`src/tccw_pkg.sv`:
```
// ---------------------------------------------------------------------------
// tccw_pkg
// Shared widths, codes and types of the text console cell writer.
// ---------------------------------------------------------------------------
package tccw_pkg;

   localparam int MAX_COLUMNS = 80;
   localparam int MAX_ROWS    = 25;
   localparam int TAB_STOP    = 4;

   localparam int DEPTH   = MAX_COLUMNS * MAX_ROWS;
   localparam int ADDR_W  = $clog2(DEPTH);
   localparam int COL_W   = 7;
   localparam int ROW_W   = 5;
   localparam int PROD_W  = COL_W + ROW_W;
   localparam int CHAR_W  = 8;
   localparam int ATTR_W  = 8;
   localparam int CELL_W  = ATTR_W + CHAR_W;
   localparam int INDEX_W = 11;
   localparam int TAB_W   = $clog2(TAB_STOP + 1);
   localparam int CSR_W   = 8;

   localparam logic [CHAR_W-1:0] CH_NEWLINE = 8'd10;
   localparam logic [CHAR_W-1:0] CH_RETURN  = 8'd13;
   localparam logic [CHAR_W-1:0] CH_TAB     = 8'd9;
   localparam logic [CHAR_W-1:0] CH_SPACE   = 8'd32;

   localparam logic [ATTR_W-1:0] ATTR_RESET = 8'd9;
   localparam logic [COL_W-1:0]  COLS_RESET = 7'd80;
   localparam logic [ROW_W-1:0]  ROWS_RESET = 5'd25;

   localparam logic MODE_PUT  = 1'b0;
   localparam logic MODE_READ = 1'b1;

   typedef enum logic [1:0] {
      CSR_ATTR = 2'd0,
      CSR_COLS = 2'd1,
      CSR_ROWS = 2'd2
   } tccw_csr_type;

   typedef enum logic [2:0] {
      OP_READ,
      OP_NEWLINE,
      OP_RETURN,
      OP_TAB,
      OP_PLAIN
   } tccw_op_type;

   typedef struct packed {
      tccw_op_type         op;
      logic [CHAR_W-1:0]   char_code;
      logic [INDEX_W-1:0]  cell_index;
   } tccw_cmd_type;

   typedef struct packed {
      logic [ATTR_W-1:0] attribute;
      logic [COL_W-1:0]  width;
      logic [ROW_W-1:0]  height;
   } tccw_cfg_type;

   typedef enum logic [2:0] {
      ST_CLEAR,
      ST_IDLE,
      ST_READ,
      ST_PUT,
      ST_FILL,
      ST_COPY,
      ST_BLANK
   } tccw_state_type;

endpackage

```
`src/tccw_channels.sv`:
```
// ---------------------------------------------------------------------------
// tccw channels
// Request, response and register write channels of the console writer.
// ---------------------------------------------------------------------------
interface tccw_req_if;
   import tccw_pkg::*;
   logic                valid;
   logic                ready;
   logic                mode;
   logic [CHAR_W-1:0]   char_code;
   logic [INDEX_W-1:0]  cell_index;
   modport source (output valid, mode, char_code, cell_index, input ready);
   modport sink   (input valid, mode, char_code, cell_index, output ready);
endinterface


```
`src/tccw_front.sv`:
```
// ---------------------------------------------------------------------------
// tccw_front
// Accepts requests, classifies them into commands and queues them for the
// back end.
// ---------------------------------------------------------------------------
module tccw_front (
   input  logic                   clock,
   input  logic                   reset,
   tccw_req_if.sink               req_ch,
   input  logic                   clear_busy,
   output logic                   cmd_valid,
   output tccw_pkg::tccw_cmd_type cmd,
   input  logic                   cmd_pop
);
   import tccw_pkg::*;

   localparam int QUEUE_DEPTH = 2;
   localparam int QPTR_W      = $clog2(QUEUE_DEPTH);
   localparam int QCNT_W      = $clog2(QUEUE_DEPTH + 1);

   tccw_cmd_type       slot_ff [QUEUE_DEPTH];
   logic [QPTR_W-1:0]  wr_ptr_ff, wr_ptr_in;
   logic [QPTR_W-1:0]  rd_ptr_ff, rd_ptr_in;
   logic [QCNT_W-1:0]  count_ff, count_in;
   tccw_cmd_type       class_cmd;
   logic               push;
   logic               pop;

   assign req_ch.ready = !clear_busy && (count_ff != QCNT_W'(QUEUE_DEPTH));
   assign push         = req_ch.valid && req_ch.ready;
   assign cmd_valid    = (count_ff != '0);
   assign pop          = cmd_pop && cmd_valid;
   assign cmd          = slot_ff[rd_ptr_ff];

   always_comb begin
      class_cmd.char_code  = req_ch.char_code;
      class_cmd.cell_index = req_ch.cell_index;
      if (req_ch.mode == MODE_READ)
         class_cmd.op = OP_READ;
      else if (req_ch.char_code == CH_NEWLINE)
         class_cmd.op = OP_NEWLINE;
      else if (req_ch.char_code == CH_RETURN)
         class_cmd.op = OP_RETURN;
      else if (req_ch.char_code == CH_TAB)
         class_cmd.op = OP_TAB;
      else
         class_cmd.op = OP_PLAIN;
   end

   always_comb begin
      wr_ptr_in = push ? wr_ptr_ff + QPTR_W'(1) : wr_ptr_ff;
      rd_ptr_in = pop  ? rd_ptr_ff + QPTR_W'(1) : rd_ptr_ff;
      count_in  = count_ff;
      if (push && !pop)
         count_in = count_ff + QCNT_W'(1);
      else if (pop && !push)
         count_in = count_ff - QCNT_W'(1);
   end

   always_ff @(posedge clock) begin
      if (reset) begin
         wr_ptr_ff <= '0;
         rd_ptr_ff <= '0;
         count_ff  <= '0;
      end else begin
         wr_ptr_ff <= wr_ptr_in;
         rd_ptr_ff <= rd_ptr_in;
         count_ff  <= count_in;
      end
   end

   always_ff @(posedge clock) begin
      if (push)
         slot_ff[wr_ptr_ff] <= class_cmd;
   end

endmodule

```
`src/flat_wrapper.sv`:
```
// flat-port wrapper written by rule: the top's interface ports become plain ports
module tccw_front_flat import tccw_pkg::*;
  (clock, reset, clear_busy, cmd_valid, cmd, cmd_pop, req_ch_valid, req_ch_mode, req_ch_char_code, req_ch_cell_index, req_ch_ready);
  tccw_req_if req_ch_i ();
  input  logic clock;
  input  logic reset;
  input  logic clear_busy;
  output logic cmd_valid;
  output tccw_pkg::tccw_cmd_type cmd;
  input  logic cmd_pop;
  input wire logic [$bits(req_ch_i.valid)-1:0] req_ch_valid;
  input wire logic [$bits(req_ch_i.mode)-1:0] req_ch_mode;
  input wire logic [$bits(req_ch_i.char_code)-1:0] req_ch_char_code;
  input wire logic [$bits(req_ch_i.cell_index)-1:0] req_ch_cell_index;
  output wire logic [$bits(req_ch_i.ready)-1:0] req_ch_ready;
  assign req_ch_i.valid = req_ch_valid;
  assign req_ch_i.mode = req_ch_mode;
  assign req_ch_i.char_code = req_ch_char_code;
  assign req_ch_i.cell_index = req_ch_cell_index;
  assign req_ch_ready = req_ch_i.ready;
  tccw_front u_core (.clock(clock), .reset(reset), .req_ch(req_ch_i), .clear_busy(clear_busy), .cmd_valid(cmd_valid), .cmd(cmd), .cmd_pop(cmd_pop));
endmodule
```
`config.mk`:
```
export PLATFORM = sky130hd
export DESIGN_NAME = tccw_front_flat
export DESIGN_NICKNAME = d
export VERILOG_FILES = /design/src/tccw_pkg.sv /design/src/tccw_channels.sv /design/src/tccw_front.sv /design/src/flat_wrapper.sv
export SDC_FILE = /design/constraint.sdc
export NUM_CORES = 1
export LEC_CHECK = 0
export BUFFER_PORTS_ARGS = -buffer_cell sky130_fd_sc_hd__buf_2
export CORE_MARGIN = 3
export CORE_UTILIZATION = 25
export CTS_BUF_LIST = sky130_fd_sc_hd__clkbuf_2 sky130_fd_sc_hd__clkbuf_4 sky130_fd_sc_hd__clkbuf_8
export DETAILED_ROUTE_END_ITERATION = 10
export GPL_ROUTABILITY_DRIVEN = 1
export PLACE_DENSITY = 0.54
export SLEW_MARGIN = 20
export SYNTH_ARGS = -nofsm -noshare
export SYNTH_HDL_FRONTEND = slang
export SYNTH_SLANG_ARGS = --single-unit
```
`constraint.sdc`:
```
create_clock -name clock -period 2.8 [get_ports clock]
set_input_delay 0.7 -clock clock [delete_from_list [all_inputs] [get_ports clock]]
set_output_delay 0.7 -clock clock [all_outputs]
set_load 0.03 [all_outputs]
```
==> impl_summary.txt <==
----------------------------------------------------
[Run status]
  Result of the run ... finished clean

[Floorplan]
  Die W ... 92.50 µm
  IO Pins ... 49
  Core region area ... 7019 µm²
  Die Height ... 92.50 µm
  Row count ... 30
  Area enclosed by the die boundary ... 8556 µm²
  Starting utilization of the core area ... 0.2665

[Place]
  Final weighted congestion of routability-driven global placement ... 0.6412
  Worst Setup Slack post-DPL ... 0.7374 ns
  DP HPWL ... 2.293 mm
  Number of port buffers ... 48

[Timing]
  Min Tclk post-route ... 2.361 ns
  Worst setup slack after layout ... 0.4390 ns
  Highest attainable clock frequency ... 423.5 MHz
  Relative slew slack ... 0.6498
  Setup repair after global routing missed its margin ... no
  Setup skew after layout ... 0.003696 ns
  Final-report max-slew violation count ... 0
  Setup-failing EPs final ... 0
  Number of hold violations in the final report ... 0
  Transition at the pin with the smallest max-transition slack ... 0.5205 ns
  Setup TNS ... 0 ns
  Final clock period utilization by the worst path ... 0.8432

[Power]
  Peak supply drop ... 0.2571 mV
  Areal power density over the cells ... 871.6 nW/µm²
  Leakage dissipation ... 0.0008639 µW
  Sum of internal, switching and leakage power ... 2064 µW

[Global route]
  Total global routing track utilization ... 0.08299
  First-pass GRT wire length ... 5.299 mm
  Initial antenna violation count ... 0
  Overflow after GRT ... 0
  Maximum number of pins on one net before global-route repair ... 23
  Via count of the first global-routing pass ... 1056

[Critical path]
  Kind of end point of the critical path ... output pin
  Crit-path max FO ... 14
  CP startpoint kind ... register
  Data required time at the worst endpoint ... 2.10 ns
  WS Path Type ... reg2out
  Cell depth of the worst flop-to-flop path ... 5
  Arrival @ worst endpoint ... 1.66 ns

[Layout]
  Number of nets in the layout ... 183
  Final-layout fill cell count ... 700
  Most used cells in the layout excluding fill and tap cells ... buf_2, edfxtp_1, mux2_2
  Area added between synthesis and finish ... 26.62%
  Sequential Area ... 1421 µm²
  Commonest non-fill, non-tap cell in the layout ... buf_2
  Final antenna diode count ... 0
  Share of final-layout standard cells stronger than drive strength 1 ... 0.5316
  Footprint of the multi-input gates ... 441.7 µm²

[Synthesis]
  Cells after Synth ... 101
  Sequential fraction of the synthesis area ... 0.7599
  Top cell type's share of synthesized area ... 0.7064
  Number of nets produced by synthesis ... 127
  Leading post-synthesis cells by cell area ... edfxtp_1, mux2_2, dfxtp_1
  Post-synth cell types ... 21
  Cell area after synthesis ... 1871 µm²
  Avg Cell Area, Syn ... 18.52 µm²
  Yosys synthesis warning count ... 0
  Cell taking the most area after synthesis ... edfxtp_1
  Seq cells post-synth ... 49

[Routing]
  Routed wire length ... 3.326 mm
  Violation count after the first detailed-route iteration ... 41
  Number of vias per cell after detailed routing ... 3.992
  Vias post-DR ... 1014
  Final routed wire length divided by cell count ... 13.09 µm
  Routed metal-1 wirelength ... 1.410 mm
  Highest routed layer ... met4
  Detailed route wirelength on metal3 ... 235 µm
  Number of design rule violations left after detail routing ... 0
  Detail Route Antenna Nets ... 0
  DRT Pass-1 Iters ... 4
  Routed wl met2 ... 1.637 mm

[Clocking]
  Clk Latency, worst-skew pair ... 0.29 ns
  Root buf cell ... clkbuf_8
  Number of buffers added to fix hold violations after cts ... 0
  Clock buffer depth ... 2
  Post CTS Setup Buffer Count ... 0
  CTS Buf Count ... 5
  H-tree Lvls ... 2
  Total number of clock tree sinks ... 49
  Clock tree from TritonCTS ... done
  Post-cts resize count ... 0
  Clock-pin transition on the worst setup and hold timing paths ... 0.08 ns

[Hold path]
  Hold WC Path Type ... reg2reg
  Worst Hold Depth ... 2

[Flow run]
  Maxcap violations ... 0

----------------------------------------------------
==> area by class of cell <==
type / instances / area share
well taps: 96 / 0.05071
repair buffers: 51 / 0.1162
flip-flops and latches: 49 / 0.6001
clock inverters: 3 / 0.01743
clock buffers: 5 / 0.02905
multi-input cells: 50 / 0.1865
==> critical path: stages (launching register included) <==
cell and delay (ns):
dfxtp_1 0.63, buf_12 0.22, mux2_2 0.34, buf_2 0.18
==> synthesized netlist by cell type, drive strengths merged <==
master and number:
or2 1, a211oi 1, ha 1, edfxtp 44, nor4 1, nor2b 3
nand2b 2, o21ai 3, mux2 23, a31oi 1, and2 1, xor2 3
buf 2, nand3b 1, a21oi 1, nor2 6, dfxtp 5, or3 1
nor3b 1
==> routing by layer <==
metal | GRT usage | up-vias
met5 | 0 | -
met4 | 0.04084 | 0
met3 | 0.03087 | 2
met2 | 0.1323 | 36
met1 | 0.09824 | 479
li1 | - | 497
==> power breakdown <==
| part | switching [µW] | internal (µW) | leakage [µW] | total, µW |
|---|---|---|---|---|
| logic | 392 | 258 | 0.000364 | 650 |
| clock network | 221 | 263 | 0.0000518 | 483 |
| registers | 53.1 | 878 | 0.000448 | 931 |
==> stage by stage <==
| stage | hold WS (ns) | area [µm²] | util | instances |
|---|---|---|---|---|
| 2_1_floorplan | 0.4653 | 1871 | - | 101 |
| 3_3_place_gp | 0.4905 | 2258 | 0.3217 | 246 |
| 3_5_place_dp | 0.5006 | 2258 | 0.3217 | 246 |
| 4_1_cts | 0.5183 | 2369 | 0.3374 | 254 |
| 5_1_grt | 0.5431 | 2369 | 0.3374 | 254 |
| 6_report | 0.5110 | 2369 | 0.3374 | 254 |
==> state kept, by name, indices dropped and copies added, names as in the netlist, named ones only <==
name,flops
u_core.count_ff,2
u_core.rd_ptr_ff,1
u_core.slot_ff,44
u_core.wr_ptr_ff,1
==> final timing paths <==
kind | startpoint | end | slack [ns]
setup / recovery | register | cmd[12] | 0.44
hold / removal | u_core.count_ff[1]$_SDFFE_PP0P_ | u_core.count_ff[1]$_SDFFE_PP0P_ | 0.51
setup reg to reg | u_core.count_ff[0]$_SDFFE_PP0P_ | u_core.count_ff[1]$_SDFFE_PP0P_ | 1.21
hold reg to reg | u_core.count_ff[1]$_SDFFE_PP0P_ | u_core.count_ff[1]$_SDFFE_PP0P_ | 0.51
==> logic make-up after synthesis <==
kind of cell               after synthesis  synth area share
muxes                                   23            0.1385
DFF                                     49            0.7599
adders and majority gates                1          0.006688
buffers and inverters                    2          0.005351
and+or+nand+nor                         17           0.05753
xor gates and xnor gates                 3           0.01405
AOI/OAI and AO/OA                        6           0.01806
(Power assumes the default switching activity.)
