<file path="config.mk">
export PLATFORM = sky130hd
export DESIGN_NAME = tccw_csr_flat
export DESIGN_NICKNAME = d
export VERILOG_FILES = /design/src/tccw_pkg.sv /design/src/tccw_channels.sv /design/src/tccw_csr.sv /design/src/flat_wrapper.sv
export SDC_FILE = /design/constraint.sdc
export NUM_CORES = 1
export LEC_CHECK = 0
export BUFFER_PORTS_ARGS = -buffer_cell sky130_fd_sc_hd__buf_2
export CORE_ASPECT_RATIO = 0.75
export CORE_MARGIN = 8
export CORE_UTILIZATION = 50
export CTS_CLUSTER_DIAMETER = 30
export DETAILED_ROUTE_END_ITERATION = 10
export GPL_TIMING_DRIVEN = 0
export PLACE_DENSITY_LB_ADDON = 0.25
export SLEW_MARGIN = 15
export SYNTH_ARGS = -nofsm -noshare
export SYNTH_HDL_FRONTEND = slang
export SYNTH_SLANG_ARGS = --single-unit
</file>
<file path="constraint.sdc">
create_clock -name clock -period 2.29 [get_ports clock]
set_clock_uncertainty 0.15 [all_clocks]
set_input_delay 0.229 -clock clock [delete_from_list [all_inputs] [get_ports clock]]
set_output_delay 0.229 -clock clock [all_outputs]
set_load 0.02 [all_outputs]
</file>
<file path="src/tccw_pkg.sv">
// ---------------------------------------------------------------------------
// tccw_pkg
// Shared widths, codes and types of the text console cell writer.
// ---------------------------------------------------------------------------
package tccw_pkg;

   localparam int MAX_COLUMNS = 80;
   localparam int MAX_ROWS    = 25;
   localparam int TAB_STOP    = 4;

   localparam int DEPTH   = MAX_COLUMNS * MAX_ROWS;
   localparam int ADDR_W  = $clog2(DEPTH);
   localparam int COL_W   = 7;
   localparam int ROW_W   = 5;
   localparam int PROD_W  = COL_W + ROW_W;
   localparam int CHAR_W  = 8;
   localparam int ATTR_W  = 8;
   localparam int CELL_W  = ATTR_W + CHAR_W;
   localparam int INDEX_W = 11;
   localparam int TAB_W   = $clog2(TAB_STOP + 1);
   localparam int CSR_W   = 8;

   localparam logic [CHAR_W-1:0] CH_NEWLINE = 8'd10;
   localparam logic [CHAR_W-1:0] CH_RETURN  = 8'd13;
   localparam logic [CHAR_W-1:0] CH_TAB     = 8'd9;
   localparam logic [CHAR_W-1:0] CH_SPACE   = 8'd32;

   localparam logic [ATTR_W-1:0] ATTR_RESET = 8'd9;
   localparam logic [COL_W-1:0]  COLS_RESET = 7'd80;
   localparam logic [ROW_W-1:0]  ROWS_RESET = 5'd25;

   localparam logic MODE_PUT  = 1'b0;
   localparam logic MODE_READ = 1'b1;

   typedef enum logic [1:0] {
      CSR_ATTR = 2'd0,
      CSR_COLS = 2'd1,
      CSR_ROWS = 2'd2
   } tccw_csr_type;

   typedef enum logic [2:0] {
      OP_READ,
      OP_NEWLINE,
      OP_RETURN,
      OP_TAB,
      OP_PLAIN
   } tccw_op_type;

   typedef struct packed {
      tccw_op_type         op;
      logic [CHAR_W-1:0]   char_code;
      logic [INDEX_W-1:0]  cell_index;
   } tccw_cmd_type;

   typedef struct packed {
      logic [ATTR_W-1:0] attribute;
      logic [COL_W-1:0]  width;
      logic [ROW_W-1:0]  height;
   } tccw_cfg_type;

   typedef enum logic [2:0] {
      ST_CLEAR,
      ST_IDLE,
      ST_READ,
      ST_PUT,
      ST_FILL,
      ST_COPY,
      ST_BLANK
   } tccw_state_type;

endpackage

</file>
<file path="src/tccw_channels.sv">


interface tccw_csr_if;
   import tccw_pkg::*;
   logic              valid;
   logic              ready;
   logic [1:0]        reg_index;
   logic [CSR_W-1:0]  write_data;
   modport source (output valid, reg_index, write_data, input ready);
   modport sink   (input valid, reg_index, write_data, output ready);
endinterface

</file>
<file path="src/tccw_csr.sv">
// ---------------------------------------------------------------------------
// tccw_csr
// Configuration registers and the clamped screen geometry derived from them.
// ---------------------------------------------------------------------------
module tccw_csr (
   input  logic                  clock,
   input  logic                  reset,
   tccw_csr_if.sink              csr_ch,
   output tccw_pkg::tccw_cfg_type cfg
);
   import tccw_pkg::*;

   logic [ATTR_W-1:0] attr_ff, attr_in;
   logic [COL_W-1:0]  cols_ff, cols_in;
   logic [ROW_W-1:0]  rows_ff, rows_in;

   assign csr_ch.ready = 1'b1;

   always_comb begin
      attr_in = attr_ff;
      cols_in = cols_ff;
      rows_in = rows_ff;
      if (csr_ch.valid) begin
         unique case (csr_ch.reg_index)
            CSR_ATTR: attr_in = csr_ch.write_data[ATTR_W-1:0];
            CSR_COLS: cols_in = csr_ch.write_data[COL_W-1:0];
            CSR_ROWS: rows_in = csr_ch.write_data[ROW_W-1:0];
            default:  ;
         endcase
      end
   end

   always_ff @(posedge clock) begin
      if (reset) begin
         attr_ff <= ATTR_RESET;
         cols_ff <= COLS_RESET;
         rows_ff <= ROWS_RESET;
      end else begin
         attr_ff <= attr_in;
         cols_ff <= cols_in;
         rows_ff <= rows_in;
      end
   end

   // zero reads as one, too large saturates
   always_comb begin
      cfg.attribute = attr_ff;
      if (cols_ff == '0)
         cfg.width = COL_W'(1);
      else if (cols_ff > COL_W'(MAX_COLUMNS))
         cfg.width = COL_W'(MAX_COLUMNS);
      else
         cfg.width = cols_ff;
      if (rows_ff == '0)
         cfg.height = ROW_W'(1);
      else if (rows_ff > ROW_W'(MAX_ROWS))
         cfg.height = ROW_W'(MAX_ROWS);
      else
         cfg.height = rows_ff;
   end

endmodule

</file>
<file path="src/flat_wrapper.sv">
// flat-port wrapper written by rule: the top's interface ports become plain ports
module tccw_csr_flat import tccw_pkg::*;
  (clock, reset, cfg, csr_ch_valid, csr_ch_reg_index, csr_ch_write_data, csr_ch_ready);
  tccw_csr_if csr_ch_i ();
  input  logic clock;
  input  logic reset;
  output tccw_pkg::tccw_cfg_type cfg;
  input wire logic [$bits(csr_ch_i.valid)-1:0] csr_ch_valid;
  input wire logic [$bits(csr_ch_i.reg_index)-1:0] csr_ch_reg_index;
  input wire logic [$bits(csr_ch_i.write_data)-1:0] csr_ch_write_data;
  output wire logic [$bits(csr_ch_i.ready)-1:0] csr_ch_ready;
  assign csr_ch_i.valid = csr_ch_valid;
  assign csr_ch_i.reg_index = csr_ch_reg_index;
  assign csr_ch_i.write_data = csr_ch_write_data;
  assign csr_ch_ready = csr_ch_i.ready;
  tccw_csr u_core (.clock(clock), .reset(reset), .csr_ch(csr_ch_i), .cfg(cfg));
endmodule
</file>
==> impl_metrics.csv, run 1 <==
group,metric,value,unit
run_status,outcome,"finished clean",
global_route,grt.busiest_layer,"met2",
floorplanning,core,1760,um^2
cts,cts_num_sinks,20,
synth,synth_area_leaders,"dfxtp_1 (42%), mux2i_1 (21%), nand2b_1 (14%)",
synth,syn-instance-count,100,
global_route,antenna_found_initial,0,
layout,utilization,66.7,%
global_route,grt.overflow.total,0,
synth,synth.distinct_cells,22,
layout,finalInstanceArea,1170,um^2
synth,synth_top_cell_by_area,"dfxtp_1",
synth,seq_area_frac_synth,42.2,%
floorplanning,initial_core_util,54.0,%
sta,finalHoldViolCount,0,
power_and_ir_drop,powerDensity,567,nW/um^2
setup_path,crit_buf_inv,1,
drt,drtPass1Iterations,4,
synth,netlist_area,948,um^2
sta,fin_crit_sh,76.4,%
sta,finalSetupViolCount,0,
synth,synth-main-ff-cell,"dfxtp_1",
sta,max_freq,572,MHz
synth,yosysWarningCount,0,
layout,fin_nets,150,
setup_path,start_kind,"register",
power_and_ir_drop,p_sw,166,uW
global_route,use_met3,6.63,%
floorplanning,die-area,3560,um^2
floorplanning,rows,13,
setup_path,cp_cell_sequence,"o211a_1, or3_1, buf_2",
floorplanning,ioPinCount,34,
power_and_ir_drop,internal-power,498,uW
global_route,use_met1,14.6,%
global_route,met2_usage,21.3,%
setup_path,crit_slowest_cell,"dfxtp_1",
cts,h-tree-depth,1,
cts,cts_max_path_buffers,2,
drt,wire_per_inst,13.5,um
synth,syn_nets,113,
cts,path_clk_slew,0.11,ns
synth,yosysTopAreaCellShare,42.2,%
synth,async_flop_share,0,%
drt,drt-total-wl,2130,um
synth,yosys.cell_count.top_type,"nand2b_1",
cts,post_cts_buffers,0,
place,dp_hpwl,1650,um
drt,num_vias,782,
cts,cts.hold.buffers_added,0,
floorplanning,die_w,66.3,um
power_and_ir_drop,leakage,0.000554,uW
synth,ys_ff_latch,20,
cts,cts_tree,"built",
setup_path,cp_top_family,"flip-flops",
drt,drc,0,
setup_path,worst-path-max-fanout,4,
layout,antennaDiodeCount,0,
setup_path,arrival,1.37,ns
place,routabilityCongestion,0.747,
power_and_ir_drop,p_seq_share,55.6,%
sta,report.final.slew_viol_count,0,
hold_path,hold_path_class,"in -> reg",
global_route,grt_pass1_wl,3500,um
setup_path,crit_required,1.91,ns
layout,fillerInstances,152,
cts,cts_made_buffers,3,
drt,antenna_left,0,
synth,synth.avg_cell_area,9.48,um^2
global_route,grt_max_degree,12,
setup_path,end_kind,"output pin",
global_route,grt_pass1_vias,755,
layout,drive_above_1_share,29.4,%
job,max_cap_viol_count,0,
cts,root_buffer,"clkbuf_4",
power_and_ir_drop,swShare,25.1,%
power_and_ir_drop,comb_power_share,13.3,%
power_and_ir_drop,power_frac_clock,31.1,%
layout,area_delta_synth_final,23.6,%
cts,clock_latency,0.30,ns
synth,yosys-top-cells-count,"nand2b_1 (21), dfxtp_1 (20), mux2i_1 (20), nor2_1 (12), clkbuf_1 (5)",
power_and_ir_drop,ir_drop,0.412,mV
cts,cts_resized,0,
setup_path,path_class,"reg -> out",
sta,period_minus_slack,1.75,ns
sta,fin_hold_ws,0.0197,ns
floorplanning,die_h,53.7,um
drt,via_per_inst,4.95,
place,place_area,1140,um^2
drt,drt_iter0_markers,17,
setup_path,cpPeakStageDelay,0.35,ns
sta,finalSetupTns,0,ns
setup_path,rrSetupSlack,1.45,ns
global_route,grt_usage,12.9,%
place,port_buffers,32,
sta,rsz0062_at_grt,"no",
synth,synth_edf_count,0,
==> power by group through the flow <==
| stage | logic (uW) | registers [uW] | clock network [uW] |
|---|---|---|---|
| 2_1_floorplan | 52.0 | 382 | 0 |
| 3_3_place_gp | 86.8 | 377 | 0 |
| 3_5_place_dp | 88.8 | 377 | 0 |
| 4_1_cts | 89.3 | 370 | 215 |
| 5_1_grt | 97.1 | 372 | 228 |
| 6_report | 88.4 | 370 | 207 |
==> through the flow <==
step / std cells / setup slack [ns] / power (uW)
final: 158 / 0.541 / 664
after CTS: 158 / 0.523 / 674
after global placement: 154 / 0.893 / 464
after detailed placement: 154 / 0.895 / 466
after global routing: 158 / 0.399 / 696
after floorplan: 100 / 0.962 / 434
==> layer usage <==
metal | up-vias | share of wire (%)
li1 | 400 | -
met1 | 353 | 46
met2 | 27 | 45
met3 | 2 | 8.4
met4 | 0 | 0.56
met5 | - | 0
==> final timing paths <==
check,startpoint,end,cells after the start
worst min register to register,u_core.attr_ff[6]$_SDFFE_PP0P_,u_core.attr_ff[6]$_SDFFE_PP0P_,2
worst max-delay path,u_core.rows_ff[1]$_SDFFE_PP0P_,cfg[0],3
worst min-delay path,csr_ch_write_data[7],u_core.attr_ff[7]$_SDFFE_PP0P_,3
worst max register to register,u_core.cols_ff[6]$_SDFFE_PP1P_,u_core.cols_ff[6]$_SDFFE_PP1P_,2
==> flip-flops by register name, summed over array words and instances, names as in the netlist <==
name            flops
u_core.attr_ff      8
u_core.cols_ff      7
u_core.rows_ff      5
==> worst min-delay path, cell delays in order <==
cell,delay (ns)
buf_2,0.09
nand2b_1,0.05
mux2i_1,0.06
==> kinds of logic (layout without fill, tap and decap cells) <==
logic type	count (synthesis)	in the layout	synth area share, %
and+or+nand+nor	44	44	27.2
muxes	20	20	21.1
DFF	20	20	42.2
buffers and inverters	9	45	4.22
AOI/OAI and AO/OA	6	6	4.88
other	1	1	0.395
==> final cells by class <==
| cell class | count | area, um^2 | share of cell area (%) |
|---|---|---|---|
| buffer | 9 | 40.0 | 3.42 |
| clock buffer | 4 | 36.3 | 3.09 |
| multi-input combinational | 71 | 508 | 43.3 |
| sequential | 20 | 400 | 34.2 |
| tap | 22 | 27.5 | 2.35 |
| timing repair buffer | 32 | 160 | 13.7 |
==> cell usage in the layout (no fill, tap or decap), types with 2 or more instances in the layout <==
cell type	instances
and2_1	3
nor4_1	2
buf_2	34
nor2_1	12
clkbuf_4	3
dfxtp_1	20
mux2i_1	20
clkbuf_1	5
nand2b_1	21
a21boi_0	2
Power figures use the tool's default switching activity.
==> run 2, diff against run 1 <==
--- a/config.mk
+++ b/config.mk
@@ -5,10 +5,11 @@
 export SDC_FILE = /design/constraint.sdc
 export NUM_CORES = 1
 export LEC_CHECK = 0
+export ABC_AREA = 1
 export BUFFER_PORTS_ARGS = -buffer_cell sky130_fd_sc_hd__buf_2
 export CORE_ASPECT_RATIO = 0.75
 export CORE_MARGIN = 8
-export CORE_UTILIZATION = 50
+export CORE_UTILIZATION = 47
 export CTS_CLUSTER_DIAMETER = 30
 export DETAILED_ROUTE_END_ITERATION = 10
 export GPL_TIMING_DRIVEN = 0
==> constraint.sdc (replaced) <==
create_clock -name clock -period 1.8 [get_ports clock]
set_clock_uncertainty 0.15 [all_clocks]
set_input_delay 0.18 -clock clock [delete_from_list [all_inputs] [get_ports clock]]
set_output_delay 0.18 -clock clock [all_outputs]
set_load 0.02 [all_outputs]
==> impl_metrics.csv, run 2 <==
group,metric,value,unit
run_status,outcome,"finished clean",
layout,top_register,"u_core.attr_ff",
drt,drt-total-wl,2330,um
layout,seqCellArea,400,um^2
layout,layout_commonest_cell,"buf_2",
sta,max_freq,612,MHz
synth,async_flop_share,0,%
setup_path,arrival,1.30,ns
cts,cts_made_buffers,3,
sta,fin_hold_ws,0.00227,ns
cts,cts_max_path_buffers,2,
synth,syn_nets,148,
drt,drtPass1Iterations,4,
synth,yosys-top-cells-count,"nor2_1 (30), nand2_1 (29), dfxtp_1 (20), inv_1 (10), nand3_1 (9)",
setup_path,crit_required,1.47,ns
global_route,grt.overflow.total,0,
synth,synth_edf_count,0,
global_route,grt_usage,13.5,%
job,max_cap_viol_count,0,
setup_path,end_kind,"output pin",
floorplanning,ioPinCount,34,
global_route,grt_pass1_wl,3890,um
layout,drive_above_1_share,27.2,%
synth,ys_ff_latch,20,
floorplanning,die_w,67.6,um
place,dp_hpwl,1790,um
layout,fin_nets,188,
synth,seq_area_frac_synth,42.7,%
drt,antenna_left,0,
synth,synth_top_cell_by_area,"dfxtp_1",
sta,report.final.slew_viol_count,0,
place,routabilityCongestion,0.834,
setup_path,reg2reg_depth,4,
layout,reg_top3,"u_core.attr_ff (8), u_core.cols_ff (7), u_core.rows_ff (5)",
sta,finalSetupViolCount,0,
cts,cts_tree,"built",
synth,syn-instance-count,135,
drt,wire_per_inst,11.8,um
power_and_ir_drop,totalPowerFinal,861,uW
layout,fillerInstances,190,
cts,path_clk_slew,0.10,ns
cts,clock_latency,0.29,ns
cts,post_cts_buffers,0,
synth,synth_area_leaders,"dfxtp_1 (43%), nor2_1 (12%), nand2_1 (12%)",
power_and_ir_drop,powerDensity,725,nW/um^2
sta,period_minus_slack,1.63,ns
floorplanning,rows,14,
floorplanning,die-area,3700,um^2
hold_path,holdPathStages,3,
layout,antennaDiodeCount,0,
synth,synth-main-ff-cell,"dfxtp_1",
setup_path,worst-path-max-fanout,4,
global_route,grt_pass1_vias,922,
synth,synth.avg_cell_area,6.95,um^2
floorplanning,core,1940,um^2
setup_path,rrSetupSlack,0.96,ns
cts,h-tree-depth,1,
layout,utilization,61.1,%
floorplanning,die_h,54.7,um
layout,largest_reg_flops,8,
sta,setup_slack,0.165,ns
synth,yosys.cell_count.top_type,"nor2_1",
setup_path,path_class,"reg -> out",
synth,netlist_area,938,um^2
setup_path,start_kind,"register",
layout,area_delta_synth_final,26.7,%
place,dp_slack,0.428,ns
synth,yosysTopAreaCellShare,42.7,%
sta,finalSetupTns,0,ns
sta,fin_crit_sh,90.8,%
layout,multi_input_area,437,um^2
cts,root_buffer,"clkbuf_4",
floorplanning,initial_core_util,48.3,%
drt,drt_iter0_markers,18,
layout,layout_common_cells,"buf_2 (31), nand2_1 (29), nor2_1 (29)",
global_route,grt_max_degree,11,
drt,via_per_inst,4.93,
cts,cts_num_sinks,20,
hold_path,hold_path_class,"in -> reg",
drt,drc,0,
global_route,antenna_found_initial,0,
synth,synth.distinct_cells,20,
place,port_buffers,31,
drt,num_vias,971,
power_and_ir_drop,leakage,0.000630,uW
sta,rsz0062_at_grt,"no",
sta,finalHoldViolCount,0,
power_and_ir_drop,ir_drop,0.481,mV
synth,yosysWarningCount,0,
[run 2: through the flow]
| stage | cells | cell area, um^2 |
|---|---|---|
| final | 197 | 1190 |
| after global routing | 197 | 1190 |
| after CTS | 197 | 1190 |
| after detailed placement | 190 | 1120 |
| after global placement | 190 | 1120 |
| after floorplan | 135 | 938 |
[run 2: routing by layer]
metal	part of all wire, %	vias up	track usage, %
li1	-	508	-
met1	44	433	15.2
met2	48	26	24.8
met3	6.7	4	3.07
met4	0.95	0	4.84
met5	0	-	0
[run 2: cell families after synthesis]
family	count (synthesis)	synth area share, %
buffers and inverters	21	11.1
AOI/OAI and AO/OA	14	8.13
and+or+nand+nor	79	37.7
DFF	20	42.7
other	1	0.400
[run 2: area by class of cell]
type / count / area share [%]
Tap cell: 24 / 2.53
Timing Repair Buffer: 35 / 16.4
Clock buffer: 3 / 1.89
Inverter: 14 / 4.42
Multi-Input combinational cell: 94 / 36.7
Sequential cell: 20 / 33.7
Buffer: 7 / 4.32
[run 2: timing repair]
action | CTS | global route
resized for setup | 0 | 1
hold endpoints to repair | 4 | 0
hold buffers | 4 | 0
endpoints found under the setup margin | 0 | 4
[run 2: where the power goes]
group | total (uW) | switching [uW] | internal [uW]
logic | 179 | 112 | 66.8
registers | 481 | 16.0 | 465
clock network | 202 | 124 | 77.7
total | 861 | 252 | 610
[run 2: worst paths after layout]
| kind | from | end |
|---|---|---|
| worst max register to register | u_core.cols_ff[5]$_SDFFE_PP0P_ | u_core.cols_ff[5]$_SDFFE_PP0P_ |
| worst min-delay path | csr_ch_write_data[2] | u_core.rows_ff[2]$_SDFFE_PP0P_ |
| worst max-delay path | u_core.cols_ff[0]$_SDFFE_PP0P_ | cfg[6] |
| worst min register to register | u_core.rows_ff[0]$_SDFFE_PP1P_ | u_core.rows_ff[0]$_SDFFE_PP1P_ |
[run 2: critical path, stage by stage, from the launching register on]
cell,delay (ns)
dfxtp_1,0.36
nor2_2,0.17
nand3_1,0.15
a21oi_1,0.16
buf_2,0.18
